File: config.mk
export PLATFORM = sky130hd
export DESIGN_NAME = next_fit_block_pool_allocator_unit
export DESIGN_NICKNAME = d
export VERILOG_FILES = /design/src/nfbp_pkg.sv /design/src/nfbp_used_map.sv /design/src/nfbp_core.sv /design/src/next_fit_block_pool_allocator_unit.sv
export SDC_FILE = /design/constraint.sdc
export NUM_CORES = 2
export LEC_CHECK = 0
export BUFFER_PORTS_ARGS = -buffer_cell sky130_fd_sc_hd__buf_2
export CAP_MARGIN = 20
export CORE_MARGIN = 1.5
export CORE_UTILIZATION = 45
export DETAILED_ROUTE_END_ITERATION = 16
export PLACE_DENSITY_LB_ADDON = 0.15
export SLEW_MARGIN = 25
export SYNTH_ARGS = -nofsm -noshare
export SYNTH_HDL_FRONTEND = slang
export SYNTH_SLANG_ARGS = --single-unit
File: constraint.sdc
create_clock -name clk_i -period 49.1 [get_ports clk_i]
set_clock_uncertainty 0.1 [all_clocks]
set_input_delay 4.91 -clock clk_i [delete_from_list [all_inputs] [get_ports clk_i]]
set_output_delay 4.91 -clock clk_i [all_outputs]
set_load 0.005 [all_outputs]
File: src/nfbp_pkg.sv
// ----------------------------------------------------------------------------
// nfbp_pkg
// Shared types and constants of the next-fit block pool allocator.
// ----------------------------------------------------------------------------
package nfbp_pkg;

  // Pool geometry
  localparam int MAX_BLOCKS = 1024;
  localparam int SLOT_W     = $clog2(MAX_BLOCKS);
  localparam int CNT_W      = SLOT_W + 1;
  localparam int BYTES_W    = 17;
  localparam int BYTES_MAX  = 65536;
  localparam int BASE_W     = 32;
  localparam int ADDR_W     = 33;
  localparam int PROD_W     = CNT_W + BYTES_W;
  localparam int DIV_W      = BYTES_W + SLOT_W - 1;
  localparam int STEP_W     = $clog2(SLOT_W);
  localparam int CFG_IDX_W  = 2;
  localparam int CFG_DATA_W = 32;

  // Result status codes
  typedef enum logic [1:0] {
    ST_OK   = 2'd0,
    ST_FULL = 2'd1,
    ST_MISS = 2'd2
  } status_e;

  // Configuration register indexes
  typedef enum logic [CFG_IDX_W-1:0] {
    CFG_BLOCK_COUNT = 2'd0,
    CFG_BLOCK_BYTES = 2'd1,
    CFG_POOL_BASE   = 2'd2
  } cfg_reg_e;

  // Sequencer states
  typedef enum logic [3:0] {
    S_CLEAR,
    S_IDLE,
    S_GET_BEG,
    S_GET_CHK,
    S_GET_MUL,
    S_GET_ADD,
    S_PUT_LIM,
    S_PUT_CMP,
    S_PUT_DIV,
    S_PUT_CHK,
    S_PUT_UPD,
    S_OUT
  } state_e;

  // Used map access
  typedef struct packed {
    logic              rd_en;
    logic [SLOT_W-1:0] rd_addr;
    logic              wr_en;
    logic [SLOT_W-1:0] wr_addr;
    logic              wdata;
  } map_req_t;

  // Effective configuration
  typedef struct packed {
    logic [CNT_W-1:0]   count;
    logic [BYTES_W-1:0] bytes;
    logic [BASE_W-1:0]  base;
  } core_cfg_t;

  // Finished result
  typedef struct packed {
    logic              valid;
    status_e           status;
    logic [SLOT_W-1:0] slot;
    logic [ADDR_W-1:0] addr;
  } core_res_t;

endpackage

File: src/nfbp_used_map.sv
// ----------------------------------------------------------------------------
// nfbp_used_map
// One bit per slot used map, one write and one registered read per cycle.
// ----------------------------------------------------------------------------
module nfbp_used_map (
  input  logic              clk_i,
  input  nfbp_pkg::map_req_t req_i,
  output logic              rdata_o
);

  logic mem [nfbp_pkg::MAX_BLOCKS];
  logic rdata_q;

  // write port
  always_ff @(posedge clk_i) begin
    if (req_i.wr_en) begin
      mem[req_i.wr_addr] <= req_i.wdata;
    end
  end

  // registered read port
  always_ff @(posedge clk_i) begin
    if (req_i.rd_en) begin
      rdata_q <= mem[req_i.rd_addr];
    end
  end

  assign rdata_o = rdata_q;

endmodule

File: src/nfbp_core.sv
// ----------------------------------------------------------------------------
// nfbp_core
// Sequencer with a shared multiplier and a restoring divide step: next-fit
// scan for get, boundary check and slot lookup for put.
// ----------------------------------------------------------------------------
module nfbp_core (
  input  logic                                 clk_i,
  input  logic                                 rst_ni,
  input  nfbp_pkg::core_cfg_t                  cfg_i,
  input  logic                                 in_valid_i,
  output logic                                 in_stall_o,
  input  logic                                 func_i,
  input  logic [nfbp_pkg::ADDR_W-1:0]          chunk_address_i,
  input  logic                                 out_free_i,
  output nfbp_pkg::core_res_t                  res_o,
  output nfbp_pkg::map_req_t                   map_req_o,
  input  logic                                 map_rdata_i
);

  localparam int SLOT_W = nfbp_pkg::SLOT_W;
  localparam int CNT_W  = nfbp_pkg::CNT_W;
  localparam int ADDR_W = nfbp_pkg::ADDR_W;
  localparam int PROD_W = nfbp_pkg::PROD_W;
  localparam int DIV_W  = nfbp_pkg::DIV_W;
  localparam int STEP_W = nfbp_pkg::STEP_W;

  nfbp_pkg::state_e state_q, state_d;

  // control state
  logic [SLOT_W-1:0] clr_q;
  logic [CNT_W-1:0]  used_total_q;
  logic [CNT_W-1:0]  next_q;

  // payload
  logic [SLOT_W-1:0] ptr_q, chk_q, k_q, quo_q;
  logic [ADDR_W-1:0] rem_q, addr_q;
  logic [DIV_W-1:0]  div_q;
  logic [STEP_W-1:0] step_q;
  logic              miss_q;
  logic [PROD_W-1:0] prod_q;
  nfbp_pkg::status_e res_status_q;
  logic [SLOT_W-1:0] res_slot_q;
  logic [ADDR_W-1:0] res_addr_q;

  logic              accept;
  logic              get_full, get_free, get_last, put_miss, borrow;
  logic [SLOT_W-1:0] start;
  logic [ADDR_W:0]   trial;
  logic [CNT_W-1:0]  mul_a;

  // increment a slot with wrap at the block count
  function automatic logic [SLOT_W-1:0] wrap_inc(logic [SLOT_W-1:0] s,
                                                 logic [CNT_W-1:0]  cnt);
    logic [CNT_W-1:0] n;
    n = {1'b0, s} + CNT_W'(1);
    return (n >= cnt) ? '0 : n[SLOT_W-1:0];
  endfunction

  // decisions
  assign accept   = in_valid_i && (state_q == nfbp_pkg::S_IDLE);
  assign get_full = used_total_q >= cfg_i.count;
  assign start    = (next_q >= cfg_i.count) ? '0 : next_q[SLOT_W-1:0];
  assign get_free = !map_rdata_i;
  assign get_last = {1'b0, k_q} == (cfg_i.count - CNT_W'(1));
  assign put_miss = miss_q || (rem_q >= ADDR_W'(prod_q));
  assign trial    = {1'b0, rem_q} - {1'b0, ADDR_W'(div_q)};
  assign borrow   = trial[ADDR_W];

  // shared multiplier: count * bytes for the put limit, slot * bytes for get
  assign mul_a = (state_q == nfbp_pkg::S_GET_MUL) ? {1'b0, res_slot_q} : cfg_i.count;

  always_ff @(posedge clk_i) begin
    prod_q <= mul_a * PROD_W'(cfg_i.bytes);
  end

  // next state
  always_comb begin
    state_d = state_q;
    unique case (state_q)
      nfbp_pkg::S_CLEAR: begin
        if (clr_q == SLOT_W'(nfbp_pkg::MAX_BLOCKS - 1)) state_d = nfbp_pkg::S_IDLE;
      end
      nfbp_pkg::S_IDLE: begin
        if (in_valid_i) state_d = func_i ? nfbp_pkg::S_PUT_LIM : nfbp_pkg::S_GET_BEG;
      end
      nfbp_pkg::S_GET_BEG: state_d = get_full ? nfbp_pkg::S_OUT : nfbp_pkg::S_GET_CHK;
      nfbp_pkg::S_GET_CHK: begin
        if (get_free) state_d = nfbp_pkg::S_GET_MUL;
        else if (get_last) state_d = nfbp_pkg::S_OUT;
      end
      nfbp_pkg::S_GET_MUL: state_d = nfbp_pkg::S_GET_ADD;
      nfbp_pkg::S_GET_ADD: state_d = nfbp_pkg::S_OUT;
      nfbp_pkg::S_PUT_LIM: state_d = nfbp_pkg::S_PUT_CMP;
      nfbp_pkg::S_PUT_CMP: state_d = put_miss ? nfbp_pkg::S_OUT : nfbp_pkg::S_PUT_DIV;
      nfbp_pkg::S_PUT_DIV: begin
        if (step_q == '0) state_d = nfbp_pkg::S_PUT_CHK;
      end
      nfbp_pkg::S_PUT_CHK: begin
        state_d = (rem_q != '0) ? nfbp_pkg::S_OUT : nfbp_pkg::S_PUT_UPD;
      end
      nfbp_pkg::S_PUT_UPD: state_d = nfbp_pkg::S_OUT;
      nfbp_pkg::S_OUT: begin
        if (out_free_i) state_d = nfbp_pkg::S_IDLE;
      end
      default: state_d = nfbp_pkg::S_IDLE;
    endcase
  end

  // outputs: map accesses and result handoff
  always_comb begin
    map_req_o = '0;
    res_o     = '0;
    unique case (state_q)
      nfbp_pkg::S_CLEAR: begin
        map_req_o.wr_en   = 1'b1;
        map_req_o.wr_addr = clr_q;
      end
      nfbp_pkg::S_GET_BEG: begin
        map_req_o.rd_en   = !get_full;
        map_req_o.rd_addr = start;
      end
      nfbp_pkg::S_GET_CHK: begin
        // fetch the next slot while the current one is checked
        map_req_o.rd_en   = 1'b1;
        map_req_o.rd_addr = ptr_q;
        map_req_o.wr_en   = get_free;
        map_req_o.wr_addr = chk_q;
        map_req_o.wdata   = 1'b1;
      end
      nfbp_pkg::S_PUT_CHK: begin
        map_req_o.rd_en   = (rem_q == '0);
        map_req_o.rd_addr = quo_q;
      end
      nfbp_pkg::S_PUT_UPD: begin
        map_req_o.wr_en   = map_rdata_i;
        map_req_o.wr_addr = quo_q;
      end
      nfbp_pkg::S_OUT: begin
        res_o.valid  = out_free_i;
        res_o.status = res_status_q;
        res_o.slot   = res_slot_q;
        res_o.addr   = res_addr_q;
      end
      default: ;
    endcase
  end

  assign in_stall_o = (state_q != nfbp_pkg::S_IDLE);

  // control registers
  always_ff @(posedge clk_i or negedge rst_ni) begin
    if (!rst_ni) begin
      state_q      <= nfbp_pkg::S_CLEAR;
      clr_q        <= '0;
      used_total_q <= '0;
      next_q       <= '0;
    end else begin
      state_q <= state_d;
      if (state_q == nfbp_pkg::S_CLEAR) clr_q <= clr_q + SLOT_W'(1);
      if (state_q == nfbp_pkg::S_GET_CHK && get_free) begin
        used_total_q <= used_total_q + CNT_W'(1);
        next_q       <= {1'b0, chk_q} + CNT_W'(1);
      end
      if (state_q == nfbp_pkg::S_PUT_UPD && map_rdata_i && used_total_q != '0) begin
        used_total_q <= used_total_q - CNT_W'(1);
      end
    end
  end

  // datapath registers
  always_ff @(posedge clk_i) begin
    case (state_q)
      nfbp_pkg::S_IDLE: begin
        if (accept) begin
          addr_q <= chunk_address_i;
          miss_q <= chunk_address_i < {1'b0, cfg_i.base};
          rem_q  <= chunk_address_i - {1'b0, cfg_i.base};
        end
      end
      nfbp_pkg::S_GET_BEG: begin
        res_status_q <= nfbp_pkg::ST_FULL;
        res_slot_q   <= '0;
        res_addr_q   <= '0;
        chk_q        <= start;
        ptr_q        <= wrap_inc(start, cfg_i.count);
        k_q          <= '0;
      end
      nfbp_pkg::S_GET_CHK: begin
        if (get_free) begin
          res_status_q <= nfbp_pkg::ST_OK;
          res_slot_q   <= chk_q;
        end else begin
          chk_q <= ptr_q;
          ptr_q <= wrap_inc(ptr_q, cfg_i.count);
          k_q   <= k_q + SLOT_W'(1);
        end
      end
      nfbp_pkg::S_GET_ADD: begin
        res_addr_q <= {1'b0, cfg_i.base} + ADDR_W'(prod_q);
      end
      nfbp_pkg::S_PUT_CMP: begin
        res_status_q <= nfbp_pkg::ST_MISS;
        res_slot_q   <= '0;
        res_addr_q   <= '0;
        div_q        <= DIV_W'(cfg_i.bytes) << (SLOT_W - 1);
        quo_q        <= '0;
        step_q       <= STEP_W'(SLOT_W - 1);
      end
      nfbp_pkg::S_PUT_DIV: begin
        // one restoring divide step per cycle, quotient msb first
        if (!borrow) rem_q <= trial[ADDR_W-1:0];
        quo_q  <= {quo_q[SLOT_W-2:0], !borrow};
        div_q  <= div_q >> 1;
        step_q <= step_q - STEP_W'(1);
      end
      nfbp_pkg::S_PUT_CHK: begin
        if (rem_q == '0) begin
          res_status_q <= nfbp_pkg::ST_OK;
          res_slot_q   <= quo_q;
          res_addr_q   <= addr_q;
        end
      end
      default: ;
    endcase
  end

endmodule

File: src/next_fit_block_pool_allocator_unit.sv
// ----------------------------------------------------------------------------
// next_fit_block_pool_allocator_unit
// Pool allocator for equal-sized blocks with a next-fit free search.
// ----------------------------------------------------------------------------
// Get: the used map is scanned from the next-fit start, one slot checked per
//   cycle, until a free slot is found or every slot has been tried.
// Put: ten restoring divide steps locate the slot.
// One item at a time; input stalls until the result is handed to the output.
// After reset a clearing pass over all 1024 slots empties the used map; inputs
//   stall meanwhile, configuration writes are taken at any time.
module next_fit_block_pool_allocator_unit (
  input  logic                                clk_i,
  input  logic                                rst_ni,
  // configuration
  input  logic                                cfg_valid_i,
  output logic                                cfg_ready_o,
  input  logic [nfbp_pkg::CFG_IDX_W-1:0]      cfg_index_i,
  input  logic [nfbp_pkg::CFG_DATA_W-1:0]     cfg_data_i,
  // request beat
  input  logic                                in_valid_i,
  output logic                                in_stall_o,
  input  logic                                func_i,
  input  logic [nfbp_pkg::ADDR_W-1:0]         chunk_address_i,
  // result beat
  output logic                                out_valid_o,
  input  logic                                out_stall_i,
  output logic [1:0]                          status_o,
  output logic [nfbp_pkg::SLOT_W-1:0]         slot_index_o,
  output logic [nfbp_pkg::ADDR_W-1:0]         block_address_o
);

  localparam int CNT_W   = nfbp_pkg::CNT_W;
  localparam int BYTES_W = nfbp_pkg::BYTES_W;

  logic [CNT_W-1:0]           block_count_q;
  logic [BYTES_W-1:0]         block_bytes_q;
  logic [nfbp_pkg::BASE_W-1:0] pool_base_q;

  nfbp_pkg::core_cfg_t cfg;
  nfbp_pkg::core_res_t res;
  nfbp_pkg::map_req_t  map_req;
  logic                map_rdata;
  logic                out_free;

  logic                        out_valid_q;
  logic [1:0]                  status_q;
  logic [nfbp_pkg::SLOT_W-1:0] slot_q;
  logic [nfbp_pkg::ADDR_W-1:0] addr_q;

  // configuration registers
  assign cfg_ready_o = 1'b1;

  always_ff @(posedge clk_i or negedge rst_ni) begin
    if (!rst_ni) begin
      block_count_q <= CNT_W'(nfbp_pkg::MAX_BLOCKS);
      block_bytes_q <= BYTES_W'(1);
      pool_base_q   <= '0;
    end else if (cfg_valid_i && cfg_ready_o) begin
      unique case (cfg_index_i)
        nfbp_pkg::CFG_BLOCK_COUNT: block_count_q <= cfg_data_i[CNT_W-1:0];
        nfbp_pkg::CFG_BLOCK_BYTES: block_bytes_q <= cfg_data_i[BYTES_W-1:0];
        nfbp_pkg::CFG_POOL_BASE:   pool_base_q   <= cfg_data_i;
        default: ;
      endcase
    end
  end

  // clamp count and size into their legal ranges
  always_comb begin
    cfg.count = block_count_q;
    if (block_count_q == '0) cfg.count = CNT_W'(1);
    else if (block_count_q > CNT_W'(nfbp_pkg::MAX_BLOCKS)) begin
      cfg.count = CNT_W'(nfbp_pkg::MAX_BLOCKS);
    end
    cfg.bytes = block_bytes_q;
    if (block_bytes_q == '0) cfg.bytes = BYTES_W'(1);
    else if (block_bytes_q > BYTES_W'(nfbp_pkg::BYTES_MAX)) begin
      cfg.bytes = BYTES_W'(nfbp_pkg::BYTES_MAX);
    end
    cfg.base = pool_base_q;
  end

  assign out_free = !out_valid_q || !out_stall_i;

  nfbp_core u_core (
    .clk_i           (clk_i),
    .rst_ni          (rst_ni),
    .cfg_i           (cfg),
    .in_valid_i      (in_valid_i),
    .in_stall_o      (in_stall_o),
    .func_i          (func_i),
    .chunk_address_i (chunk_address_i),
    .out_free_i      (out_free),
    .res_o           (res),
    .map_req_o       (map_req),
    .map_rdata_i     (map_rdata)
  );

  nfbp_used_map u_used_map (
    .clk_i   (clk_i),
    .req_i   (map_req),
    .rdata_o (map_rdata)
  );

  // output register
  always_ff @(posedge clk_i or negedge rst_ni) begin
    if (!rst_ni) begin
      out_valid_q <= 1'b0;
    end else if (res.valid) begin
      out_valid_q <= 1'b1;
    end else if (!out_stall_i) begin
      out_valid_q <= 1'b0;
    end
  end

  always_ff @(posedge clk_i) begin
    if (res.valid) begin
      status_q <= res.status;
      slot_q   <= res.slot;
      addr_q   <= res.addr;
    end
  end

  assign out_valid_o     = out_valid_q;
  assign status_o        = status_q;
  assign slot_index_o    = slot_q;
  assign block_address_o = addr_q;

endmodule

Word level (Yosys, flattened, before mapping)
Memory sizes are Yosys's and may differ from the RTL's. A register that Yosys moved wholly into a read port is not among the register bits.
Cells that the tools add are included.
Widths: inputs -> output; s select.
{ "word_totals": {"mem_count": 1, "register_bits": 352, "mem_bits_rw": 1024, "wordCells": 160, "output_inout_bits": 48, "in_bits": 73} }
{ "mem_list": {"columns": ["memory", "depth", "word_bits", "read_ports", "rd_clocked_by_memory_dff", "write_ports", "line_no", "source"], "rows": [
  ["u_used_map.mem", 1024, 1, 1, 1, 1, "nfbp_used_map.sv:11", "logic mem [nfbp_pkg::MAX_BLOCKS];"]
]} }
{ "classes": {"muxes": 49, "n_reduce_logical": 38, "eq_ne": 27, "magnitude_cmp": 8, "n_mul": 1, "addsub": 12} }
{ "op_table": {"columns": ["op", "n"], "rows": [
  ["$mux 33", 3],
  ["$pmux 33 s3", 1],
  ["$mux 10", 8],
  ["$pmux 10 s2", 4],
  ["$pmux 11 s3", 2],
  ["$pmux 33 s2", 1],
  ["$mux 11", 5],
  ["$pmux 26 s2", 1],
  ["$mux 46", 1],
  ["$ge 11x11->1", 4],
  ["$pmux 4 s11", 1],
  ["$mux 17", 2],
  ["$sub 33x26->34", 1],
  ["$add 10x1->11 const B", 3],
  ["$add 32x28->33", 1],
  ["$ge 33x28->1", 1],
  ["$logic_not 33->1", 1],
  ["$lt 33x32->1", 1],
  ["$reduce_bool 33->1", 1],
  ["$sub 33x32->33", 1],
  ["$pmux 10 s3", 1],
  ["$mul 11x17->28", 1],
  ["$mux 4", 7],
  ["$sub 11x1->11 const B", 2],
  ["other kinds (37)", 81]
]} }

Logic depth before layout (Yosys ltp)
{ "depth": {"ltp_word": 9, "depth_mapped": 31, "mapped_depth_nobuf": 29} }

Cells and area by module
From an unflattened synthesis, not the netlist that was laid out.
{ "hier_totals": {"cells_unflattened": 5937, "area_unflattened_um2": 72245.5} }
{ "modules_own_cells": {"columns": ["mod", "area_per_inst_um2", "instances", "seq_area_each_um2", "cells_each"], "rows": [
  ["nfbp_used_map", 44666.6, 1, 30779.5, 3112],
  ["nfbp_core", 23617.7, 1, 6926.6, 2606],
  ["next_fit_block_pool_allocator_unit", 3961.3, 1, 2880.3, 219]
]} }

Worst setup path before layout
No wires, ideal clock.
{ "synth_timing": {"kind": "register to register", "from": "reg u_core.state_q[3]", "to": "mem u_used_map.mem[0] (data pin)", "t_arrival_ns": 16.808, "path_slack_ns": 28.721, "setup_ns": 3.472, "synth_period_minus_slack_ns": 20.379, "stages_incl_launch_ff": 8, "required_ns": 45.528, "path_buffers": 4, "cell_sequence": "dfrtp_1 > buf_2 > nor2_1 > nand3_1 > inv_1 > buf_2 > buf_2 > buf_1"} }
{ "synth_rtl": {"columns": ["item", "line_no", "source"], "rows": [
  ["start, declared", "nfbp_core.sv:27", "nfbp_pkg::state_e state_q, state_d;"],
  ["start signal, assigned", "nfbp_core.sv:153", "state_q <= nfbp_pkg::S_CLEAR;"],
  ["start signal, assigned", "nfbp_core.sv:158", "state_q <= state_d;"],
  ["end, declared", "nfbp_used_map.sv:11", null]
]} }

Worst setup path in the final report
{ "layout_timing": {"from": "reg block_count_q[3]", "to": "reg u_core.prod_q[27]"} }
{ "layout_between": {"elab_chain_len": 5, "word_cells_on_any_way": 6, "cone_classes": "mul: 1; order compare: 1; mux: 3; reduce/logical: 1"} }
{ "layout_lines": {"columns": ["item", "line_no", "source"], "rows": [
  ["start, declared", "next_fit_block_pool_allocator_unit.sv:35", "logic [CNT_W-1:0] block_count_q;"],
  ["start signal, assigned", "next_fit_block_pool_allocator_unit.sv:55", "block_count_q <= CNT_W'(nfbp_pkg::MAX_BLOCKS);"],
  ["start signal, assigned", "next_fit_block_pool_allocator_unit.sv:60", "nfbp_pkg::CFG_BLOCK_COUNT: block_count_q <= cfg_data_i[CNT_W-1:0];"],
  ["$gt 11x11->1", "next_fit_block_pool_allocator_unit.sv:72", "else if (block_count_q > CNT_W'(nfbp_pkg::MAX_BLOCKS)) begin"],
  ["$mux 11", "next_fit_block_pool_allocator_unit.sv:72", null],
  ["$mux 11 (*)", "next_fit_block_pool_allocator_unit.sv:71", "if (block_count_q == '0) cfg.count = CNT_W'(1);"],
  ["$mux 11 (*)", "nfbp_core.sv:70", "assign mul_a = (state_q == nfbp_pkg::S_GET_MUL) ? {1'b0, res_slot_q} : cfg_i.count;"],
  ["$mul 11x17->28 (*)", "nfbp_core.sv:73", "prod_q <= mul_a * PROD_W'(cfg_i.bytes);"],
  ["end signal, assigned", "nfbp_core.sv:73", null],
  ["end, declared", "nfbp_core.sv:40", "logic [PROD_W-1:0] prod_q;"]
]} }
Every way passes the cells marked *; elsewhere a longest branch is shown, timed or not.
A chain may end at the register's enable or synchronous reset.

==> impl_metrics.env <==
export IMPL_maxClockFrequency_ghz=0.121
export IMPL_arrival_ns=8.90
export IMPL_cts_tree="done"
export IMPL_die_w_um=402
export IMPL_seqPwrFrac_pct=44.1
export IMPL_cts_root_buf="clkbuf_16"
export IMPL_pin_count=121
export IMPL_h_tree_depth=4
export IMPL_synth_area_leaders="edfxtp_1 52%, nor2_1 6.6%, mux4_2 4.5%"
export IMPL_initial_core_util_pct=45.3
export IMPL_p_per_area_nw_per_um2=38.0
export IMPL_p_comb_share_pct=18.7
export IMPL_seq_area_frac_synth_pct=56.7
export IMPL_worstSetupPathType="reg -> reg"
export IMPL_cts_resized=0
export IMPL_start_kind="flop"
export IMPL_antenna_found_initial=8
export IMPL_rsz0062_at_grt="no"
export IMPL_internal_power_mw=2.17
export IMPL_grt_pass1_wl_um=321000
export IMPL_vias_per_cell=5.90
export IMPL_synth_cell_types=91
export IMPL_drtIter0Drc=5567
export IMPL_cap_violations=0
export IMPL_wl_per_cell_um=25.7
export IMPL_cts_inserted_buffers=152
export IMPL_period_share_pct=16.9
export IMPL_rows=146
export IMPL_coreArea_sq_um=158000
export IMPL_final_core_utilization_pct=50.0
export IMPL_synth_top_cell_by_area="edfxtp_1"
export IMPL_num_vias=50000
export IMPL_final_max_slew_violation_count=0
export IMPL_gp_routability_congestion=0.886
export IMPL_grtUsageTotal_pct=26.7
export IMPL_grt_max_degree=253
export IMPL_clkPwrFrac_pct=37.2
export IMPL_place_hpwl_um=133000
export IMPL_grt_ovfl_total=0
export IMPL_placedCellCount=8196
export IMPL_synth_top_cell_area_share_pct=52.5
export IMPL_synth_edf_count=1252
export IMPL_drive_gt1_share_pct=11.7
export IMPL_hold_class="reg -> reg"
export IMPL_crit_path_end_kind="flop"
export IMPL_ir_drop_mv=0.0387
export IMPL_async_flop_share_pct=7.04
export IMPL_instances_no_fill=8473
export IMPL_cts_setup_buffers=0
export IMPL_maxSlewHeadroom_pct=26.4
export IMPL_worstPathMaxFanout=11
export IMPL_synth_nets=6761
export IMPL_area_growth_pct=10.5
export IMPL_fin_nets=6731
export IMPL_postRouteAntennaNets=0
export IMPL_p_switching_uw=838
export IMPL_cts_sinks=1377
export IMPL_p_sw_share_pct=27.9
export IMPL_firstDrtPassIters=6
export IMPL_ys_warnings_count=0
export IMPL_wl_um=218000
export IMPL_clk_path_buf_depth=3
export IMPL_post_route_min_period_ns=8.28
export IMPL_worst_pin_slew_ns=1.10
export IMPL_die_h_um=402
export IMPL_dieArea_sq_um=162000
export IMPL_cellLeakagePower_nw=26.3
export IMPL_netlist_instances=6310
export IMPL_hold_viol=0
export IMPL_cts_hold_buf=0
export IMPL_outcome="complete, no violations"
export IMPL_drc_errors=0
export IMPL_clk_latency_ns=0.81
export IMPL_ys_flop_type="edfxtp_1"
export IMPL_yosysMostFrequentCell="nor2_1"
export IMPL_place_port_buffers=119
export IMPL_path_clk_slew_ns=0.06
export IMPL_tns_ns=0
export IMPL_avgSynthCellArea_sq_um=11.4
export IMPL_setup_viol=0
export IMPL_cp_required_ns=49.72
export IMPL_synth_seq_cells=1377
export IMPL_grt_pass1_vias=48600
export IMPL_synth_area_sq_um=71600
export IMPL_diodes=0
export IMPL_synthTopCellsByCount="1264 x nor2_1, 1252 x edfxtp_1, 744 x nand2_1"
sequential cells by signal (all words and copies together), names as in the netlist, 17 cells and up:
name,flops
u_core.rem_q,33
u_core.div_q,26
pool_base_q,32
u_core.addr_q,33
block_address_o,33
u_core.res_addr_q,33
u_core.prod_q,28
block_bytes_q,17
u_used_map.mem,1024
cell usage in the layout (no fill, tap or decap), types with 20 or more instances in the layout:
master     count
clkbuf_16    156
and3_1        48
and2_1        82
nand2_1      706
nor2_1      1251
dfxtp_1       28
inv_1        287
mux4_2       142
mux2i_1       46
ha_1         240
edfxtp_1    1252
nor2b_1       37
xor2_1        66
clkinv_1      30
nand3_1      205
nor4_1        26
clkbuf_1      48
a31oi_1       49
dfrtp_1       95
a22o_1        57
o31ai_1       28
a32oi_1       31
nand2b_1      52
o21ai_0      141
a21oi_1      164
xnor2_1       90
a21o_1        44
buf_4        103
fa_1         138
o21a_1        43
or3_1         20
a22oi_1       62
nor3_1        84
nand2_2       37
nand4_1       48
mux2_2        59
buf_2        118
layer usage:
metal	global-route usage (%)	vias up	share of wire (%)
met1	37.2	25200	42
met3	5.28	386	9.0
met5	0	-	0.051
li1	-	22300	-
met2	42.3	2150	46
met4	8.27	4	3.0
stage by stage:
step | setup WS, ns | cell area, sq um | hold slack (ns) | power (mW)
global placement | 40.24 | 74100 | 0.378 | 1.90
detailed placement | 40.23 | 74200 | 0.388 | 1.91
CTS | 40.83 | 79000 | 0.401 | 3.02
global route | 40.38 | 79100 | 0.419 | 3.14
finish | 40.82 | 79100 | 0.400 | 3.01
floorplan | 28.72 | 71600 | 0.343 | 1.76
final cells by class:
cell class	count	area, sq um
clock buffer	208	4140
clock inverter	67	698
fill	14200	79100
inverter	289	1090
multi-input combinational	4230	28500
sequential	1377	40600
tap	2072	2590
timing repair buffer	230	1540
power by group through the flow:
stage | logic (mW) | clock network, mW | registers [mW]
after detailed placement | 0.555 | 0 | 1.35
after global routing | 0.635 | 1.18 | 1.33
after global placement | 0.548 | 0 | 1.35
after floorplan | 0.424 | 0 | 1.33
final | 0.561 | 1.12 | 1.33
after CTS | 0.560 | 1.13 | 1.33
worst max-delay path, cell delays in order, from the launching register on:
cell and delay [ns]:
dfrtp_1 0.42, or4_4 0.57, or3_1 0.39, nor4_2 0.19, a21o_2 0.23, nand2_1 0.31
o21ai_0 0.29, buf_4 0.23, nand2_1 0.09, fa_1 0.52, inv_1 0.05, fa_1 0.55
fa_1 0.43, fa_1 0.49, inv_1 0.05, fa_1 0.47, inv_1 0.04, ha_1 0.32
and2_1 0.18, a22o_1 0.22, a311oi_1 0.43, o31ai_1 0.21, o41ai_1 0.42, o21ai_1 0.17
o41a_1 0.37, a21o_1 0.19, a21oi_1 0.16, xnor2_1 0.14
final timing paths:
check	start	to	slack, ns	depth (start not counted)
min in group asynchronous	rst_ni	u_core.next_q[4]	4.06	1
setup reg to reg	block_count_q[3]	u_core.prod_q[27]	40.82	27
hold reg to reg	u_core.next_q[10]	u_core.next_q[10]	0.40	2
hold / removal	u_core.next_q[10]	u_core.next_q[10]	0.40	2
max in group asynchronous	rst_ni	pool_base_q[26]	43.54	2
setup / recovery	block_count_q[3]	u_core.prod_q[27]	40.82	27
cell families (layout without fill, tap and decap cells):
| logic type | after synthesis | after routing | synth area share [%] |
|---|---|---|---|
| simple gates | 2668 | 2668 | 15.8 |
| buf+inv | 703 | 794 | 4.18 |
| compound gates | 779 | 779 | 7.30 |
| fa+ha+maj | 378 | 378 | 8.05 |
| flops | 1377 | 1377 | 56.7 |
| xor+xnor | 156 | 156 | 1.91 |
| other cells | 1 | 1 | 0.00524 |
| mux | 248 | 248 | 6.05 |
(Power assumes the default switching activity.)
